### config.mk
export PLATFORM = sky130hd
export DESIGN_NAME = gsc_div
export DESIGN_NICKNAME = d
export VERILOG_FILES = /design/src/sv/assert_macros.svh /design/src/sv/gsc_pkg.sv /design/src/sv/gsc_div.sv
export SDC_FILE = /design/constraint.sdc
export NUM_CORES = 1
export LEC_CHECK = 0
export BUFFER_PORTS_ARGS = -buffer_cell sky130_fd_sc_hd__buf_2
export CAP_MARGIN = 20
export CORE_MARGIN = 1.5
export CORE_UTILIZATION = 55
export CTS_CLUSTER_DIAMETER = 30
export DETAILED_ROUTE_END_ITERATION = 8
export PLACE_DENSITY_LB_ADDON = 0.1
export SLEW_MARGIN = 25
export SYNTH_ARGS = -nofsm -noshare
export SYNTH_HDL_FRONTEND = slang
export SYNTH_SLANG_ARGS = --single-unit
### constraint.sdc
create_clock -name i_clk -period 6 [get_ports i_clk]
set_input_delay 0 -clock i_clk [delete_from_list [all_inputs] [get_ports i_clk]]
set_output_delay 0 -clock i_clk [all_outputs]
set_load 0.03 [all_outputs]
### src/sv/assert_macros.svh
// Assertion helpers included by the top-level RTL file.
`ifndef ASSERT_MACROS_SVH
`define ASSERT_MACROS_SVH

// Same-cycle implication, sampled on the rising clock, off during reset.
`define ASSERT_NOW(label, ante, cons, msg) \
    label: assert property (@(posedge i_clk) disable iff (!i_rst_n) \
        (ante) |-> (cons)) else $error(msg);

// Next-cycle implication, sampled on the rising clock, off during reset.
`define ASSERT_NEXT(label, ante, cons, msg) \
    label: assert property (@(posedge i_clk) disable iff (!i_rst_n) \
        (ante) |=> (cons)) else $error(msg);

`endif

### src/sv/gsc_pkg.sv
// ----------------------------------------------------------------------------
// gsc_pkg
// Shared widths, opcodes and sequencer state codes of the grid slot cache.
// ----------------------------------------------------------------------------
`default_nettype none

package gsc_pkg;

    // Working width of grid values (indices, rows, distances).
    localparam int VAL_W = 14;

    localparam logic [1:0] OP_INSTALL = 2'd0;
    localparam logic [1:0] OP_LOOKUP  = 2'd1;
    localparam logic [1:0] OP_PICK    = 2'd2;

    localparam logic [2:0] ADDR_ITEM_COUNT = 3'd0;

    typedef enum logic [10:0] {
        ST_CLEAR    = 11'b000_0000_0001,
        ST_IDLE     = 11'b000_0000_0010,
        ST_MAP_CHK  = 11'b000_0000_0100,
        ST_SEL_DIV  = 11'b000_0000_1000,
        ST_SCAN_GO  = 11'b000_0001_0000,
        ST_SCAN_DIV = 11'b000_0010_0000,
        ST_EVICT    = 11'b000_0100_0000,
        ST_INSTALL  = 11'b000_1000_0000,
        ST_PICK     = 11'b001_0000_0000,
        ST_RESP     = 11'b010_0000_0000,
        ST_SPARE    = 11'b100_0000_0000
    } t_state;

endpackage

`default_nettype wire

### src/sv/gsc_div.sv
// ----------------------------------------------------------------------------
// gsc_div
// Divider by the grid width: reciprocal multiply, then remainder.
// ----------------------------------------------------------------------------
`default_nettype none

module gsc_div #(
    parameter int GRID_COLUMNS = 5
) (
    input  wire                        i_clk,
    input  wire                        i_rst_n,
    input  wire                        i_start,
    input  wire [gsc_pkg::VAL_W-1:0]   i_dividend,
    output logic                       o_done,
    output logic [gsc_pkg::VAL_W-1:0]  o_quotient,
    output logic [$clog2(GRID_COLUMNS):0] o_remainder
);
    localparam int DW = $clog2(GRID_COLUMNS) + 1;
    localparam int VW = gsc_pkg::VAL_W;
    // shift of VW + DW bits keeps the quotient exact for every VW-bit dividend
    localparam int SH = VW + DW;
    localparam int MW = SH + 1;
    localparam logic [MW-1:0] RECIP =
        MW'(((64'd1 << SH) + 64'(GRID_COLUMNS) - 64'd1) / 64'(GRID_COLUMNS));

    logic              r_pend;
    logic              r_done;
    logic [VW-1:0]     r_n;
    logic [VW-1:0]     r_q;
    logic [DW-1:0]     r_rem;
    logic [VW+MW-1:0]  prod;
    logic [VW-1:0]     back;

    assign prod = (VW+MW)'(i_dividend) * (VW+MW)'(RECIP);
    assign back = r_q * VW'(GRID_COLUMNS);

    always_ff @(posedge i_clk) begin
        if (!i_rst_n) begin
            r_pend <= 1'b0;
            r_done <= 1'b0;
        end else begin
            r_pend <= i_start;
            r_done <= r_pend;
        end
    end

    // quotient first, remainder from it on the following cycle
    always_ff @(posedge i_clk) begin
        if (i_start) begin
            r_n <= i_dividend;
            r_q <= prod[SH +: VW];
        end
        if (r_pend) begin
            r_rem <= DW'(r_n - back);
        end
    end

    assign o_done      = r_done;
    assign o_quotient  = r_q;
    assign o_remainder = r_rem;

endmodule

`default_nettype wire

==> reports/qor.csv, run 1 <==
metric;value;unit
status;complete, no violations;
cts_buffers;3;
postCtsSetupBuffers;0;
hold_viol_final;0;
cts_root_buf;sky130_fd_sc_hd__clkbuf_8;
clkLatencyLatePin;260;ps
netlist_instances;408;
maximum_number_of_pins_on_one_net_before_global_route_repair;18;
required;6120;ps
htree_num_levels;1;
tritoncts;yes;
area_delta_synth_final;7.625;%
crit_arrival;4880;ps
route.detailed.vias_per_inst;5.232;
highest-signal-layer;met4;
detailedRoute.firstPassIterationCount;4;
final_layout_size_suffix_gt1_frac;0.09481;
setup-violations-final;0;
synth_sequential_area_ratio;0.1501;
initial_core_util;0.5789;
mostFrequentLayoutCell;sky130_fd_sc_hd__ha_1;
timing.max_cap.violations;0;
core-area;7370;sq um
synth_top_area_share;0.3079;
mean_syn_cell_area;10.46;sq um
worst-path-max-fanout;4;
final_period_minus_worst_setup_slack;4752;ps
gpl.final_weighted_congestion;0.8716;
tns;0;ps
antenna_found_initial;0;
num_antenna_cells;0;
path_cells;buf_2, inv_1, ha_1, fa_1, fa_1, fa_1, inv_1, fa_1, inv_1, fa_1, inv_1, ha_1, nand4_1, nor3_1, o21ai_0, and3b_1, or4b_1, nand3_1;
grt_first_pass_wirelength;14010;microns
global_route.usage.total;0.2119;
synthesis.yosys.warnings;0;
post-synth-top-area-cell;sky130_fd_sc_hd__ha_1;
place.port_buffers;33;
core.rowCount;31;
met1_length;3768;microns
max-clock-path-buffers;2;
finalMaxSlewViolations;0;
grt-ovfl-total;0;
first_global_vias;3042;
syn-cell-area;4267;sq um
achievable-frequency;210.4;MHz
synth_cell_types;43;
routed-wl-met2;3786;microns
edff_count_synth;20;
slew_headroom;0.6797;
route.detailed.drc;0;
final.period_utilization;0.7920;
finalWirelength;7910;microns
num-fill-cells;657;
synth.top_cells.by_area;sky130_fd_sc_hd__ha_1 31%, sky130_fd_sc_hd__fa_1 26%, sky130_fd_sc_hd__edfxtp_1 14%, sky130_fd_sc_hd__inv_1 8.2%, sky130_fd_sc_hd__xnor2_1 3.5%;
crit_path_start_kind;input pin;
drt_antenna_net_count;0;
finClkSkew;4.651;ps
die_area;8295;sq um
synth_flop_cell;sky130_fd_sc_hd__edfxtp_1;
max_stage_delay_cell_worst_path;sky130_fd_sc_hd__fa_1;
io-pin-count;36;
tightest_slew;468.4;ps
place_hpwl;7235;microns
first_iter_violations;92;
nets;622;
worst_path_largest_cell_delay;650;ps
clk_pin_slew_worst_paths;70;ps
die-width;91.08;microns
die_y;91.08;microns
detailroute.via_count;2836;
postSynthRegisterBits;22;
critical_path.endpoint_type;register;
rsz_0062_raised_after_global_routing;false;
detail_route.wl_per_cell;14.59;microns
cpMostUsedCell;sky130_fd_sc_hd__fa_1;
criticalPathCategory;in -> reg;
async_reset_ff_frac;0;
most_frequent_cells_in_the_layout;105 x sky130_fd_sc_hd__ha_1, 93 x sky130_fd_sc_hd__inv_1, 55 x sky130_fd_sc_hd__fa_1;
clock_sink_count;22;
timing.hold.worst.class;in -> reg;
dr_wl_met3;218;microns
==> stage by stage <==
step | instances | setup WS [ps] | hold slack (ps) | utilization | area (sq um)
floorplan | 409 | 1365 | 98.87 | - | 4270
global placement | 538 | 1047 | 213.4 | 0.6161 | 4541
detailed placement | 538 | 971.9 | 225.6 | 0.6161 | 4541
CTS | 542 | 1245 | 2.044 | 0.6231 | 4592
global route | 542 | 1000 | 3.986 | 0.6231 | 4592
finish | 542 | 1248 | 20.16 | 0.6231 | 4592
==> worst max-delay path: cells and delay by family <==
family	cells	cell delay [ps]
buffers and inverters	5	310
AND/OR/NAND/NOR	5	1110
adder cells (fa/ha/maj)	7	3280
AO/OA/AOI/OAI	1	170
==> cells in the mapped netlist (2+ instances only) <==
cell type,instances
sky130_fd_sc_hd__inv_1,93
sky130_fd_sc_hd__edfxtp_1,20
sky130_fd_sc_hd__fa_1,55
sky130_fd_sc_hd__a21oi_1,18
sky130_fd_sc_hd__nand4_1,3
sky130_fd_sc_hd__ha_1,105
sky130_fd_sc_hd__nor2_1,14
sky130_fd_sc_hd__o21bai_1,2
sky130_fd_sc_hd__buf_4,2
sky130_fd_sc_hd__dfxtp_1,2
sky130_fd_sc_hd__a21o_1,13
sky130_fd_sc_hd__nand3_1,2
sky130_fd_sc_hd__o31ai_1,2
sky130_fd_sc_hd__nand2b_1,2
sky130_fd_sc_hd__and2_1,4
sky130_fd_sc_hd__xnor2_1,17
sky130_fd_sc_hd__o21ai_0,10
sky130_fd_sc_hd__nand2_1,11
sky130_fd_sc_hd__nor3_1,3
sky130_fd_sc_hd__and3_1,2
sky130_fd_sc_hd__xor2_1,6
==> cell type report <==
class	count	area [sq um]	area share
well taps	99	123.9	0.02698
flip-flops and latches	22	640.6	0.1395
clock buffers	3	41.29	0.008992
inverters	93	349.1	0.07602
repair buffers	34	175.2	0.03815
multi-input cells	291	3262	0.7104
==> kinds of logic after synthesis <==
| logic type | Yosys count | synth area share |
|---|---|---|
| other cells | 1 | 0.0008789 |
| simple gates | 48 | 0.05836 |
| buf+inv | 96 | 0.08621 |
| flops | 22 | 0.1501 |
| mux | 1 | 0.002639 |
| compound gates | 57 | 0.08856 |
| xor+xnor | 23 | 0.04721 |
| fa+ha+maj | 160 | 0.5660 |
==> registers in the layout, indices dropped and copies added, names as in the netlist <==
| register | count |
|---|---|
| r_n | 4 |
| o_done | 1 |
| r_pend | 1 |
| o_quotient | 12 |
| o_remainder | 4 |
==> timing repair <==
item / CTS / global route
setup endpoints to repair: 0 / 0
hold buffers: 1 / 0
gates resized for setup: 0 / 0
hold endpoints to repair: 2 / 0
==> path summary, 6_finish.rpt <==
kind	startpoint	endpoint	slack, ps	cells after the start
max	i_dividend[12]	o_quotient[9]$_DFFE_PP_	1250	18
min reg2reg	r_pend$_SDFF_PN0_	o_remainder[1]$_DFFE_PP_	550	0
max reg2reg	o_quotient[0]$_DFFE_PP_	o_remainder[3]$_DFFE_PP_	4150	6
min	i_dividend[3]	r_n[3]$_DFFE_PP_	20	1
==> routing by layer <==
| layer | track usage | vias up |
|---|---|---|
| met5 | 0 | - |
| met4 | 0.05990 | 0 |
| met3 | 0.01591 | 11 |
| met2 | 0.3700 | 59 |
| met1 | 0.2817 | 1337 |
| li1 | - | 1429 |
Power of run 1 is not shown: default switching activity piles up to over one toggle a cycle in this logic, so the estimate is an artifact.
==> run 2: changes to the inputs <==
==> constraint.sdc (replaced) <==
create_clock -name i_clk -period 3.9 [get_ports i_clk]
set_input_delay 0 -clock i_clk [delete_from_list [all_inputs] [get_ports i_clk]]
set_output_delay 0 -clock i_clk [all_outputs]
set_load 0.03 [all_outputs]
==> reports/qor.csv, run 2 (same netlist as run 1, synthesis figures left out) <==
metric;value;unit
core-area;7370;sq um
crit_path_start_kind;input pin;
place_hpwl;8313;microns
max-clock-path-buffers;2;
violations;setup timing;
final_layout_size_suffix_gt1_frac;0.3216;
setup-violations-final;12;
largest_register_ff_count;12;
num-fill-cells;566;
final.period_utilization;1.143;
clk_pin_slew_worst_paths;70;ps
die_y;91.08;microns
place.port_buffers;33;
die_area;8295;sq um
finalWirelength;9598;microns
detail_route.wl_per_cell;15.07;microns
core.rowCount;31;
cts_root_buf;sky130_fd_sc_hd__clkbuf_8;
achievable-frequency;224.3;MHz
reg2regPathDepth;6;
required;4030;ps
critical_path.endpoint_type;register;
min_from;i_dividend[0];
mostFrequentLayoutCell;sky130_fd_sc_hd__ha_1;
nets;716;
first_iter_violations;80;
most_frequent_cells_in_the_layout;95 x sky130_fd_sc_hd__ha_1, 93 x sky130_fd_sc_hd__buf_4, 86 x sky130_fd_sc_hd__inv_1;
multiInputGateArea;3466;sq um
timing.hold.worst.class;in -> reg;
antenna_found_initial;0;
first_global_vias;3461;
global_route.usage.total;0.2422;
criticalPathCategory;in -> reg;
clkLatencyLatePin;260;ps
htree_num_levels;1;
worst-r2r-setup-slack;2070;ps
area_delta_synth_final;29.71;%
grt_first_pass_wirelength;15950;microns
gpl.final_weighted_congestion;0.8844;
num_antenna_cells;0;
tritoncts;yes;
crit-reg2reg-launch;o_quotient[0]$_DFFE_PP_;
whs_endpoint;r_n[0]$_DFFE_PP_;
hold_viol_final;0;
worst_hold_path.num_cells;1;
io-pin-count;36;
maximum_number_of_pins_on_one_net_before_global_route_repair;18;
tns;-5276;ps
seqCellArea;640.6;sq um
rsz_0062_raised_after_global_routing;true;
final_worst_slack;-557.6;ps
die-width;91.08;microns
route.detailed.drc;0;
finClkSkew;3.343;ps
rr_endpoint;o_remainder[3]$_DFFE_PP_;
worst-path-max-fanout;3;
timing.max_cap.violations;0;
finalHoldWorstSlack;69.83;ps
detailedRoute.firstPassIterationCount;4;
grt-ovfl-total;0;
initial_core_util;0.5789;
status;finished with violations;
drt_antenna_net_count;0;
crit_arrival;4590;ps
detailroute.via_count;3272;
clock_sink_count;22;
route.detailed.vias_per_inst;5.137;
cts_buffers;3;
finalMaxSlewViolations;0;
final_period_minus_worst_setup_slack;4458;ps
post-route-util;0.7509;
==> run 2: changes by cell type in the layout (fill, tap and decap cells not counted), sizes merged <==
cell,previous run,this run
buf,33,127
clkbuf,3,4
==> run 2: how the worst max path moves through the flow <==
| stage | end | slack, ps | cells past startpoint | start |
|---|---|---|---|---|
| CTS | o_quotient[11]$_DFFE_PP_ | -500 | 18 | i_dividend[12] |
| detailed placement | o_quotient[9]$_DFFE_PP_ | -910 | 18 | i_dividend[12] |
| global placement | o_quotient[11]$_DFFE_PP_ | -750 | 21 | i_dividend[3] |
| global route | o_quotient[9]$_DFFE_PP_ | -690 | 18 | i_dividend[8] |
| floorplan | o_quotient[4]$_DFFE_PP_ | -510 | 17 | i_dividend[9] |
| finish | o_quotient[9]$_DFFE_PP_ | -560 | 18 | i_dividend[8] |
==> run 2: metrics by stage <==
step                      instances  cell area [sq um]  setup WS (ps)
after floorplan                 409               4358         -505.5
after global placement          625               5281         -750.8
after detailed placement        625               5281         -913.5
after CTS                       634               5461         -499.3
after global routing            637               5534         -686.9
final                           637               5534         -557.6
==> run 2: metal layers <==
metal | share of wire | vias to the layer above | track usage
li1 | - | 1608 | -
met1 | 0.43 | 1572 | 0.3011
met2 | 0.51 | 69 | 0.4403
met3 | 0.020 | 23 | 0.01424
met4 | 0.032 | 0 | 0.08984
met5 | 0 | - | 0
==> run 2: cell type report <==
class                      count  area share
inverter                      93     0.06353
timing repair buffer         128      0.1639
multi-input combinational    291      0.6263
tap                           99     0.02238
clock buffer                   4    0.008139
sequential                    22      0.1158
==> run 2: worst max-delay path: stages <==
cell and delay, ps:
sky130_fd_sc_hd__buf_2 120, sky130_fd_sc_hd__ha_4 270, sky130_fd_sc_hd__inv_2 30, sky130_fd_sc_hd__fa_1 490
sky130_fd_sc_hd__fa_1 520, sky130_fd_sc_hd__fa_1 500, sky130_fd_sc_hd__inv_1 50, sky130_fd_sc_hd__fa_1 470
sky130_fd_sc_hd__inv_1 50, sky130_fd_sc_hd__fa_1 490, sky130_fd_sc_hd__inv_2 50, sky130_fd_sc_hd__ha_4 270
sky130_fd_sc_hd__nand4_1 190, sky130_fd_sc_hd__nor3_2 210, sky130_fd_sc_hd__o21ai_2 100, sky130_fd_sc_hd__and3b_1 200
sky130_fd_sc_hd__or4b_1 480, sky130_fd_sc_hd__nand3_1 90
==> run 2: repair_timing <==
| action | in CTS | in global routing |
|---|---|---|
| hold buffers | 1 | 0 |
| setup endpoints to repair | 12 | 12 |
| resized for setup | 27 | 8 |
| setup buffers | 4 | 3 |
| endpoints found under the hold margin | 2 | 0 |
| pin swaps | 34 | 12 |
Power of run 2 is left out for the same reason.
==> run 3: changes to the inputs <==
--- a/config.mk
+++ b/config.mk
@@ -8,7 +8,7 @@
 export BUFFER_PORTS_ARGS = -buffer_cell sky130_fd_sc_hd__buf_2
 export CAP_MARGIN = 20
 export CORE_MARGIN = 1.5
-export CORE_UTILIZATION = 55
+export CORE_UTILIZATION = 56
 export CTS_CLUSTER_DIAMETER = 30
 export DETAILED_ROUTE_END_ITERATION = 8
 export PLACE_DENSITY_LB_ADDON = 0.1
==> reports/qor.csv, run 3 (same netlist as run 1, synthesis figures left out) <==
metric;value;unit
status;finished with violations;
violations;setup timing;
final.period_utilization;1.122;
finClkSkew;6.089;ps
cts_buffers;3;
antenna_found_initial;0;
final_worst_slack;-475.9;ps
detail_route.wl_per_cell;14.66;microns
clk_pin_slew_worst_paths;80;ps
num_antenna_cells;0;
detailedRoute.firstPassIterationCount;4;
max-clock-path-buffers;2;
core-area;7331;sq um
critical_path.endpoint_type;register;
core.rowCount;31;
initial_core_util;0.5820;
die_y;90.29;microns
grt-ovfl-total;0;
cts_root_buf;sky130_fd_sc_hd__clkbuf_8;
timing.max_cap.violations;0;
drt_antenna_net_count;0;
mostFrequentLayoutCell;sky130_fd_sc_hd__buf_4;
global_route.usage.total;0.2324;
tritoncts;yes;
required;3910;ps
grt_first_pass_wirelength;15280;microns
detailroute.via_count;3209;
maximum_number_of_pins_on_one_net_before_global_route_repair;18;
die-width;90.29;microns
worst-path-max-fanout;4;
timing.hold.worst.class;in -> reg;
post-route-util;0.7694;
hold_viol_final;0;
htree_num_levels;1;
route.detailed.drc;0;
final_layout_size_suffix_gt1_frac;0.3383;
setup-violations-final;12;
gpl.final_weighted_congestion;0.8940;
final_period_minus_worst_setup_slack;4376;ps
clock_sink_count;22;
most_frequent_cells_in_the_layout;86 x sky130_fd_sc_hd__buf_4, 83 x sky130_fd_sc_hd__ha_1, 82 x sky130_fd_sc_hd__inv_1;
nets;710;
largest_register_ff_count;12;
achievable-frequency;228.5;MHz
crit_path_start_kind;input pin;
first_iter_violations;57;
finalWirelength;9253;microns
die_area;8151;sq um
crit_arrival;4390;ps
worst_hold_path.num_cells;1;
first_global_vias;3414;
area_delta_synth_final;32.20;%
criticalPathCategory;in -> reg;
reg2regPathDepth;6;
place_hpwl;8052;microns
finalMaxSlewViolations;0;
io-pin-count;36;
clkLatencyLatePin;260;ps
rsz_0062_raised_after_global_routing;true;
route.detailed.vias_per_inst;5.086;
place.port_buffers;33;
run 3: cell count changes in the layout (fill, tap and decap cells not counted), sizes merged:
cell,change
buf,-6
clkbuf,-1
clkinv,+1
run 3: critical path, cell delays in order:
cell and delay [ps]:
sky130_fd_sc_hd__buf_8 110, sky130_fd_sc_hd__inv_4 50, sky130_fd_sc_hd__ha_4 190, sky130_fd_sc_hd__fa_1 590, sky130_fd_sc_hd__fa_1 450, sky130_fd_sc_hd__fa_1 490
sky130_fd_sc_hd__inv_1 50, sky130_fd_sc_hd__fa_1 480, sky130_fd_sc_hd__inv_1 50, sky130_fd_sc_hd__fa_1 490, sky130_fd_sc_hd__inv_2 50, sky130_fd_sc_hd__ha_4 280
sky130_fd_sc_hd__nand4_1 140, sky130_fd_sc_hd__buf_4 180, sky130_fd_sc_hd__nor3_2 90, sky130_fd_sc_hd__o31a_1 230, sky130_fd_sc_hd__nor4b_2 80, sky130_fd_sc_hd__o31ai_1 290
sky130_fd_sc_hd__xnor2_1 90
run 3: area by class of cell:
cell class              instances  area, sq um
multi-input cells             291         3580
fillers                       502         1690
repair buffers                122        894.6
flip-flops and latches         22        640.6
inverters                      93        356.6
well taps                      99        123.9
clock buffers                   3        41.29
clock inverters                 1        3.754
run 3: per-layer routing:
metal | wire length (microns) | vias up | part of all wire | GRT usage
met5 | 0 | - | 0 | 0
met4 | 191 | 0 | 0.021 | 0.05423
met3 | 142 | 17 | 0.015 | 0.01347
met2 | 4778 | 51 | 0.52 | 0.4255
met1 | 4140 | 1546 | 0.45 | 0.3007
li1 | - | 1595 | - | -
run 3: timing repair:
item	4_1_cts	5_1_grt
endpoints found under the hold margin	2	0
hold buffers	1	0
resized for setup	46	16
setup buffers	5	4
endpoints found under the setup margin	12	12
pin swaps	30	24
run 3: path summary, 6_finish.rpt:
kind                                              start                        to  slack (ps)
worst min register to register        r_pend$_SDFF_PN0_  o_remainder[3]$_DFFE_PP_         560
worst min-delay path                      i_dividend[0]          r_n[0]$_DFFE_PP_          50
worst max register to register  o_quotient[0]$_DFFE_PP_  o_remainder[3]$_DFFE_PP_        2020
worst max-delay path                     i_dividend[12]  o_quotient[11]$_DFFE_PP_        -480
run 3: per-stage QoR:
stage | hold WS [ps] | instances | setup slack (ps) | instance area, sq um | setup TNS (ps)
after floorplan | 98.87 | 409 | -505.5 | 4358 | -3658
after detailed placement | 221.9 | 618 | -819.8 | 5229 | -8071
after global placement | 214.9 | 618 | -733.2 | 5229 | -7323
after CTS | 52.60 | 628 | -452.4 | 5503 | -3667
after global routing | 49.87 | 631 | -615.9 | 5640 | -5278
final | 50.37 | 631 | -475.9 | 5640 | -3828
Power of run 3 is left out for the same reason.
